## src/hdl/highlife_torus_generation_step_assert.svh

```systemverilog
// Assertion macros for the HighLife grid engine
`ifndef HIGHLIFE_TORUS_GENERATION_STEP_ASSERT_SVH
`define HIGHLIFE_TORUS_GENERATION_STEP_ASSERT_SVH

// same-cycle implication, sampled on clk_i, off during reset
`define HLTG_ASSERT_IMP(label, ante, cons) \
  label: assert property (@(posedge clk_i) disable iff (!rst_ni) (ante) |-> (cons)) \
    else $error("hltg assertion failed");

// next-cycle implication
`define HLTG_ASSERT_NXT(label, ante, cons) \
  label: assert property (@(posedge clk_i) disable iff (!rst_ni) (ante) |=> (cons)) \
    else $error("hltg assertion failed");

`endif

```

## src/hdl/hltg_pkg.sv

```systemverilog
// Shared constants and types for the HighLife grid engine
`default_nettype none

package hltg_pkg;

  localparam int MAX_SIDE = 64;
  localparam int IDX_W    = $clog2(MAX_SIDE);
  localparam int SIDE_W   = $clog2(MAX_SIDE + 1);
  localparam int CFG_W    = 7;
  localparam int POS_W    = 6;
  localparam int POP_W    = 13;

  typedef enum logic [1:0] {
    OP_WRITE = 2'd0,
    OP_STEP  = 2'd1,
    OP_READ  = 2'd2,
    OP_NOP   = 2'd3
  } op_e;

  typedef logic [MAX_SIDE-1:0] row_t;
  typedef logic [IDX_W-1:0]    idx_t;
  typedef logic [SIDE_W-1:0]   side_t;

  typedef struct packed {
    logic nxt;
    logic old;
  } cell_res_t;

endpackage

`default_nettype wire

```

## src/hdl/hltg_rule_unit.sv

```systemverilog
// Shared cell unit: toroidal neighbor count and B36/S23 rule for one column
`default_nettype none

module hltg_rule_unit
  import hltg_pkg::*;
(
  input  row_t      prev_i,
  input  row_t      cur_i,
  input  row_t      next_i,
  input  idx_t      col_i,
  input  side_t     side_i,
  output cell_res_t res_o
);

  side_t      side_m1;
  idx_t       last_col;
  idx_t       lf;
  idx_t       rt;
  logic [3:0] n;
  logic       old;

  assign side_m1  = side_i - side_t'(1);
  assign last_col = side_m1[IDX_W-1:0];
  assign lf       = (col_i == '0) ? last_col : col_i - idx_t'(1);
  assign rt       = (col_i == last_col) ? '0 : col_i + idx_t'(1);
  assign old      = cur_i[col_i];

  assign n = 4'(prev_i[lf]) + 4'(prev_i[col_i]) + 4'(prev_i[rt])
           + 4'(cur_i[lf])  + 4'(cur_i[rt])
           + 4'(next_i[lf]) + 4'(next_i[col_i]) + 4'(next_i[rt]);

  assign res_o.old = old;
  assign res_o.nxt = (n == 4'd3) || (n == 4'd2 && old) || (n == 4'd6 && !old);

endmodule

`default_nettype wire

```

## config.mk

```make
export PLATFORM = sky130hd
export DESIGN_NAME = hltg_rule_unit
export DESIGN_NICKNAME = d
export VERILOG_FILES = /design/src/hdl/highlife_torus_generation_step_assert.svh /design/src/hdl/hltg_pkg.sv /design/src/hdl/hltg_rule_unit.sv
export SDC_FILE = /design/constraint.sdc
export NUM_CORES = 1
export LEC_CHECK = 0
export BUFFER_PORTS_ARGS = -buffer_cell sky130_fd_sc_hd__buf_4
export CORE_ASPECT_RATIO = 1.5
export CORE_MARGIN = 5
export CORE_UTILIZATION = 40
export DETAILED_ROUTE_END_ITERATION = 6
export PLACE_DENSITY = 0.75
export SLEW_MARGIN = 5
export SYNTH_ARGS = -nofsm -noshare
export SYNTH_HDL_FRONTEND = slang
export SYNTH_SLANG_ARGS = --single-unit
```

## constraint.sdc

```tcl
create_clock -name vclk -period 19.65
set_input_delay 2.9475 -clock vclk [all_inputs]
set_output_delay 2.9475 -clock vclk [all_outputs]
set_load 0.01 [all_outputs]
```

==> results_dict.tcl <==
set metrics [dict create \
    power.switching_uw 152 \
    slew_violations 0 \
    wire_per_inst_um 24.6 \
    detailed_place_hpwl_um 19600 \
    clock_buffers 0 \
    grt_first_pass_wirelength_um 40300 \
    fin_ws_ns 6.74 \
    gr-total-overflow 0 \
    period_needed_ns 12.91 \
    viasPerCell 6.90 \
    power_per_cell_area_nw_per_um2 38.1 \
    portBuffers 206 \
    antenna_found_initial 0 \
    seq_cell_count 0 \
    critical_path_required_ns 16.70 \
    crit_type "in -> out" \
    combPwrFrac 1.000 \
    grt_use_total 0.300 \
    setup_viol 0 \
    rows 54 \
    ctsResizeCount 0 \
    cp.arrival_ns 9.97 \
    die_h_um 158 \
    yosysTopAreaCellShare 0.293 \
    post-place-ws_ns 6.88 \
    hold_depth 3 \
    gp_congestion 0.989 \
    drt_iter0_drc 999 \
    drt-total-wl_um 26900 \
    synth_area_sq_um 5830 \
    drv_cap 0 \
    vdd_drop_max_uv 20.5 \
    critPathMaxFanout 53 \
    syn_nets 967 \
    wl_met3_um 3240 \
    antennaDiodeCount 0 \
    grt_pass1_vias 7277 \
    met2_length_um 12900 \
    hold_viol 0 \
    cts_setup_buffers 0 \
    cpPeakStageDelay_ns 0.62 \
    fillers 1454 \
    clkPwrFrac 0 \
    ctsHoldBuffers 0 \
    slowest_stage "nand2_2" \
    ys_seq_area_frac 0 \
    drt-met1-wl_um 8980 \
    grt_max_degree 56 \
    avgSynthCellArea_sq_um 7.76 \
    routed.top_layer "met4" \
    drive_gt1_frac 0.362 \
    maxSlewHeadroom 0.245 \
    intPower_uw 128 \
    core_area_sq_um 14500 \
    vias 7533 \
    status "complete, no violations" \
    ant_nets 0 \
    critPathLaunchType "primary input" \
    die_area_sq_um 17200 \
    finalCritPeriodShare 0.657 \
    initial_utilization 0.404 \
    tightest_slew_ns 1.13 \
    regArea_sq_um 0 \
    yosys.area.top_type "mux4_2" \
    syn_inst 752 \
    die_w_um 109 \
    drc 0 \
    firstDrtPassIters 6 \
    hold_class "in -> out" \
    switching_share 0.542 \
    yosys_warnings 0 \
    layout.nets 1113 \
    fmax_mhz 77.4 \
    synth.distinct_cells 70 \
    synthTopCellsByArea "mux4_2, nand2_1, mux2i_1" \
    power_leakage_uw 0.00305 \
    fin_tns_setup_ns 0 \
    end_kind "output pin" \
    areaGrowthSynthToFinish_pct 26.2 \
    ios 207 \
    power_frac_seq 0 \
    rsz0062_at_grt "false" \
]
[area by class of cell]
cell class | count | area, sq um | area share
tap | 196 | 245 | 0.0333
timing repair buffer | 219 | 1640 | 0.223
inverter | 11 | 41.3 | 0.00561
multi-input combinational | 666 | 5430 | 0.738
[routing by layer]
metal  up-vias  GRT usage
li1       3252          -
met1      3520      0.368
met2       613      0.503
met3       148     0.0579
met4         0      0.146
met5         -          0
[power groups by stage]
stage	clock network, uW	registers (uW)	logic, uW
after floorplan	0	0	174
after CTS	0	0	274
after detailed placement	0	0	273
after global placement	0	0	271
final	0	0	280
after global routing	0	0	302
[worst paths after layout]
path                      from  endpoint
worst max-delay path  col_i[0]  res_o[1]
worst min-delay path  col_i[4]  res_o[0]
[cells by family (layout without fill, tap and decap cells)]
logic type                 Yosys count  count (layout)  synth area share
AOI/OAI and AO/OA                  220             220             0.267
xor gates and xnor gates            18              18            0.0294
adders and majority gates           10              10            0.0266
buffers and inverters               86             230            0.0746
muxes                              110             110             0.353
and+or+nand+nor                    308             308             0.249
[layout by cell type (no fill, tap or decap), types with 4 or more instances in the layout]
cell type	netlist	layout
mux2i_1	29	29
o31ai_1	6	6
mux2_2	5	5
a22oi_1	6	6
buf_4	5	219
o21ai_0	30	30
fa_1	4	4
xnor2_1	10	9
mux4_2	76	76
nand3_1	21	21
o22ai_1	13	13
o211ai_1	8	8
a32oi_1	10	10
inv_1	10	10
a211oi_1	23	23
a21oi_1	44	44
ha_1	6	6
nor2_1	41	41
nor3_1	11	11
and3_1	35	35
nand2_1	158	157
o311ai_0	7	7
a311oi_1	13	13
nand2b_1	4	4
and2_1	14	12
a221oi_1	20	20
a31oi_1	11	11
xor2_1	7	6
[metrics by stage]
step	hold WS (ns)	instances	instance area, sq um	utilization	total power [uW]
detailed placement	6.40	1092	7360	0.509	273
global route	6.44	1092	7360	0.509	302
floorplan	6.31	752	5830	-	174
finish	6.40	1092	7360	0.509	280
CTS	6.40	1092	7360	0.509	274
global placement	6.40	1092	7360	0.509	271
[worst max-delay path, delay by kind of cell]
kind | cells | cell delay, ns
AO/OA/AOI/OAI | 6 | 1.00
buffers and inverters | 7 | 1.66
adder cells (fa/ha/maj) | 6 | 2.37
AND/OR/NAND/NOR | 5 | 1.71
XOR/XNOR | 1 | 0.18
[cell usage after synthesis (all sizes together), types with 2 or more instances]
cell       n
nand2b     4
o22ai     13
mux4      76
o2111ai    2
o311ai     7
clkbuf    24
nor2      42
a211oi    24
nand3     22
mux2       5
o21ai     34
a31oi     11
xnor2     10
o211ai     8
and3      35
a32oi     10
o21a       2
o31ai      6
inv       11
a22oi      6
nand2    159
nor2b      3
or4        2
xor2       7
ha         6
nor3      13
or3        3
nor3b      3
fa         4
a32o       2
and2      14
a21oi     44
and4bb     3
a221oi    23
mux2i     29
buf       51
o32ai      3
a311oi    13
a31o       2
o221ai     2
Power figures use the tool's default switching activity.
