File: src/hdl/highlife_torus_generation_step_assert.svh
// Assertion macros for the HighLife grid engine
`ifndef HIGHLIFE_TORUS_GENERATION_STEP_ASSERT_SVH
`define HIGHLIFE_TORUS_GENERATION_STEP_ASSERT_SVH

// same-cycle implication, sampled on clk_i, off during reset
`define HLTG_ASSERT_IMP(label, ante, cons) \
  label: assert property (@(posedge clk_i) disable iff (!rst_ni) (ante) |-> (cons)) \
    else $error("hltg assertion failed");

// next-cycle implication
`define HLTG_ASSERT_NXT(label, ante, cons) \
  label: assert property (@(posedge clk_i) disable iff (!rst_ni) (ante) |=> (cons)) \
    else $error("hltg assertion failed");

`endif

File: src/hdl/hltg_pkg.sv
// Shared constants and types for the HighLife grid engine
`default_nettype none

package hltg_pkg;

  localparam int MAX_SIDE = 64;
  localparam int IDX_W    = $clog2(MAX_SIDE);
  localparam int SIDE_W   = $clog2(MAX_SIDE + 1);
  localparam int CFG_W    = 7;
  localparam int POS_W    = 6;
  localparam int POP_W    = 13;

  typedef enum logic [1:0] {
    OP_WRITE = 2'd0,
    OP_STEP  = 2'd1,
    OP_READ  = 2'd2,
    OP_NOP   = 2'd3
  } op_e;

  typedef logic [MAX_SIDE-1:0] row_t;
  typedef logic [IDX_W-1:0]    idx_t;
  typedef logic [SIDE_W-1:0]   side_t;

  typedef struct packed {
    logic nxt;
    logic old;
  } cell_res_t;

endpackage

`default_nettype wire

File: src/hdl/hltg_row_ram.sv
// Row-wide cell memory with per-row valid bits (invalid rows read as dead)
`default_nettype none

module hltg_row_ram
  import hltg_pkg::*;
(
  input  wire  clk_i,
  input  wire  rst_ni,
  input  wire  rd_en_i,
  input  idx_t rd_addr_i,
  output row_t rd_data_o,
  input  wire  wr_en_i,
  input  idx_t wr_addr_i,
  input  row_t wr_data_i
);

  row_t                mem_q [MAX_SIDE];
  row_t                rd_mem_q;
  logic [MAX_SIDE-1:0] vld_q;
  logic                rd_vld_q;

  always_ff @(posedge clk_i) begin
    if (wr_en_i) begin
      mem_q[wr_addr_i] <= wr_data_i;
    end
    if (rd_en_i) begin
      rd_mem_q <= mem_q[rd_addr_i];
    end
  end

  always_ff @(posedge clk_i or negedge rst_ni) begin
    if (!rst_ni) begin
      vld_q    <= '0;
      rd_vld_q <= 1'b0;
    end else begin
      if (wr_en_i) begin
        vld_q[wr_addr_i] <= 1'b1;
      end
      if (rd_en_i) begin
        rd_vld_q <= vld_q[rd_addr_i];
      end
    end
  end

  assign rd_data_o = rd_vld_q ? rd_mem_q : '0;

endmodule

`default_nettype wire

File: config.mk
export PLATFORM = sky130hd
export DESIGN_NAME = hltg_row_ram
export DESIGN_NICKNAME = d
export VERILOG_FILES = /design/src/hdl/highlife_torus_generation_step_assert.svh /design/src/hdl/hltg_pkg.sv /design/src/hdl/hltg_row_ram.sv
export SDC_FILE = /design/constraint.sdc
export NUM_CORES = 2
export LEC_CHECK = 0
export BUFFER_PORTS_ARGS = -buffer_cell sky130_fd_sc_hd__clkbuf_2
export CAP_MARGIN = 20
export CELL_PAD_IN_SITES_DETAIL_PLACEMENT = 1
export CELL_PAD_IN_SITES_GLOBAL_PLACEMENT = 1
export CORE_ASPECT_RATIO = 0.8
export CORE_MARGIN = 2
export CORE_UTILIZATION = 30
export DETAILED_ROUTE_END_ITERATION = 10
export PLACE_DENSITY_LB_ADDON = 0.12
export SLEW_MARGIN = 30
export SYNTH_ARGS = -nofsm -noshare
export SYNTH_HDL_FRONTEND = slang
export SYNTH_SLANG_ARGS = --single-unit
File: constraint.sdc
create_clock -name clk_i -period 2.2 [get_ports clk_i]
set_clock_uncertainty 0.05 [all_clocks]
set_input_delay 0 -clock clk_i [delete_from_list [all_inputs] [get_ports clk_i]]
set_output_delay 0 -clock clk_i [all_outputs]
set_load 0.01 [all_outputs]
==> run_results.csv <==
group,metric,value,unit
placed_design,dp_hpwl,331,mm
setup_path,endpoint_kind,"output pin",
logic_synthesis,syn_area_per_cell,25.3,sq um
worst_hold_path,hold_depth,3,
logic_synthesis,synth_seq_area_share,79.2,%
placed_design,dpl-instance-area,180000,sq um
die,ios,144,
logic_synthesis,synth_seq_cells,4225,
setup_path,worstPathRequired,2.15,ns
setup_path,critPathMaxFanout,1,
timing,slew_headroom,39.2,%
layout,syn_to_final_growth,21.8,%
logic_synthesis,syn_nets,6390,
grt,overflow,0,
layout,layout-drive-gt1-share,39.6,%
die,die_area,538000,sq um
setup_path,r2r_cells,4,
job,drv_cap,0,
clock_network,clk_path_buf_depth,4,
logic_synthesis,synth.top_cell.area_share,78.2,%
timing,period_needed,2.40,ns
placed_design,dpl_worst_slack,-1.13,ns
die,placementRows,239,
worst_hold_path,hold_path_class,"input port to flip-flop",
outcome,outcome,"complete, but fails checks",
layout,stdcell_count,15000,
pwr,seq_power_share,52.4,%
outcome,failed_checks,"negative setup slack",
clock_network,root_buffer,"clkbuf_16",
logic_synthesis,async_reset_ff_share,1.54,%
logic_synthesis,synth.distinct_cells,29,
setup_path,arrival,2.35,ns
clock_network,cts.sink_count,4225,
clock_network,cts_inserted_buffers,436,
pwr,switching_share,22.3,%
pwr,power_frac_comb,5.9,%
worst_hold_path,worstHoldStart,"wr_data_i[60]",
logic_synthesis,synth_common_cells,"edfxtp_1 (4160), mux4_2 (1289), clkbuf_1 (182)",
setup_path,critPathMaxStageDelay,0.92,ns
logic_synthesis,synth_edf_count,4160,
setup_path,cp_cell_sequence,"and2_1, clkbuf_2",
pwr,p_total,172,mW
placed_design,port_buffers,143,
setup_path,start_kind,"flip-flop",
timing,totalNegativeSetupSlack,-0.684,ns
setup_path,cp_slowest_cell,"edfxtp_1",
grt,grt_pass1_vias,81100,
timing,tightest_slew,0.911,ns
pwr,peakVddDrop,0.000630,V
pwr,power.density,881,nW/um^2
logic_synthesis,synth_area,160000,sq um
pwr,p_switching,38.2,mW
clock_network,cts_tree,"built",
logic_synthesis,yosysMostFrequentCell,"edfxtp_1",
drt,avgRoutedWirePerCell,37.9,microns
setup_path,crit_path_start,"rd_mem_q[12]",
timing,setup_slack,-0.199,ns
pwr,p_clk_share,41.7,%
logic_synthesis,synth_ff_type,"edfxtp_1",
timing,slew_viol_final,0,
logic_synthesis,synth_largest_area_cell,"edfxtp_1",
grt,grt_first_pass_wirelength,760,mm
grt,antenna_found_initial,80,
setup_path,critPathKind,"flip-flop to output pin",
placed_design,dp_cells,14100,
layout,nets,7571,
die,fp.coreArea,530000,sq um
die,die_y,657,microns
drt,drtAntennaViolNets,0,
logic_synthesis,synth.area.top_cells,"edfxtp_1 (78%), mux4_2 (18%), dfrtp_1 (1.0%)",
layout,design_area,195000,sq um
timing,rsz0062_at_grt,"yes",
timing,finalHoldViolations,0,
drt,wl,568,mm
pwr,power_leakage,61.1,nW
placed_design,gp_congestion,0.738,
timing,fmax,417,MHz
grt,grt_max_degree,65,
die,fp.dieW,820,microns
timing,min_period_over_period,109,%
die,initial_utilization,30.1,%
pwr,p_int,133,mW
drt,viasPerCell,5.18,
grt,grt_util_all_layers,20.8,%
clock_network,path_clk_slew,0.06,ns
timing,setup_viol,11,
clock_network,htree_levels,5,
setup_path,reg2reg_from,"mem_q[55][5]",
logic_synthesis,netlist_instances,6310,
drt,drtPass1Iterations,5,
clock_network,insertion_delay,1.03,ns
drt,vias,77600,
logic_synthesis,yosysWarningCount,0,
drt,post-route-drc-count,0,
drt,drt-initial-drc-count,9720,
## worst paths after layout
kind	endpoint	slack (ns)
max in group asynchronous	vld_q[27]	1.08
max reg2reg	rd_mem_q[5]	-0.09
min in group asynchronous	vld_q[32]	0.52
min	mem_q[56][60]	0.11
min reg2reg	vld_q[3]	0.41
max	rd_data_o[12]	-0.20
## per-stage QoR
stage               hold WS, ns  util, %
global route             0.0856     36.7
detailed placement       0.0249     33.9
finish                    0.113     36.7
CTS                      0.0267     36.7
global placement         0.0151     33.9
floorplan                -0.346        -
## sequential cells by signal (all words and copies together) (netlist names)
register  cells
mem_q      4096
rd_mem_q     64
rd_vld_q      1
vld_q        64
## routing by layer
metal	track usage, %	vias up	part of all wire, %	wire (microns)
met3	2.85	573	5.4	30400
met5	0	-	0.013	76
met1	30.5	44600	45	256000
met4	3.73	12	1.9	11100
li1	-	30000	-	-
met2	33.5	2412	48	270000
## power groups by stage
stage	Sequential [mW]	Clock, mW	Combinational [mW]
floorplan	91.2	0	4.75
global placement	91.7	0	9.52
detailed placement	91.7	0	9.66
CTS	90.0	73.2	10.2
global route	90.0	76.0	10.7
finish	89.9	71.5	10.1
## timing repair
| item | 4_1_cts | 5_1_grt |
|---|---|---|
| pin swaps | 11 | 14 |
| setup buffers | 9 | 5 |
| resized for setup | 106 | 110 |
| setup endpoints to repair | 85 | 106 |
| endpoints found under the hold margin | 6365 | 0 |
| hold buffers | 94 | 0 |
| gates cloned | 3 | 0 |
## placed cells by master, fill, tap and decap left out, drive strengths merged, types with 2 or more instances in the layout
| master | instances |
|---|---|
| buf | 886 |
| nand3b | 2 |
| bufinv | 21 |
| a311oi | 2 |
| diode | 17 |
| mux2i | 20 |
| nand2b | 3 |
| inv | 21 |
| dfrtp | 65 |
| mux4 | 1289 |
| clkinv | 194 |
| nor3 | 2 |
| or2 | 65 |
| nand3 | 10 |
| clkinvlp | 7 |
| dlygate4sd3 | 92 |
| nor2b | 7 |
| edfxtp | 4160 |
| nand2 | 74 |
| and2 | 65 |
| a31oi | 2 |
| a22oi | 132 |
| clkbuf | 657 |
| nor2 | 68 |
## cell type report
class | instances | area [sq um]
antenna | 17 | 42.5
clock buffer | 558 | 11600
clock inverter | 240 | 1770
fill | 49900 | 336000
inverter | 3 | 11.3
multi-input combinational | 1748 | 32700
sequential | 4225 | 127000
tap | 7109 | 8890
timing repair buffer | 1077 | 13100
## worst max-delay path: cells and delay by family, from the launching register on
| family | cells | cell delay, ns |
|---|---|---|
| buf+inv | 1 | 0.14 |
| simple gates | 1 | 0.24 |
| flops | 1 | 0.92 |
## kinds of logic (layout without fill, tap and decap cells)
kind of cell	after synthesis	in the layout	share of synthesized area, %
compound gates	139	139	0.653
mux	1309	1309	18.3
other cells	0	17	0
flops	4225	4225	79.2
simple gates	300	300	0.948
buf+inv	337	1878	0.900
No activity file was read; power rests on OpenSTA's default activity.
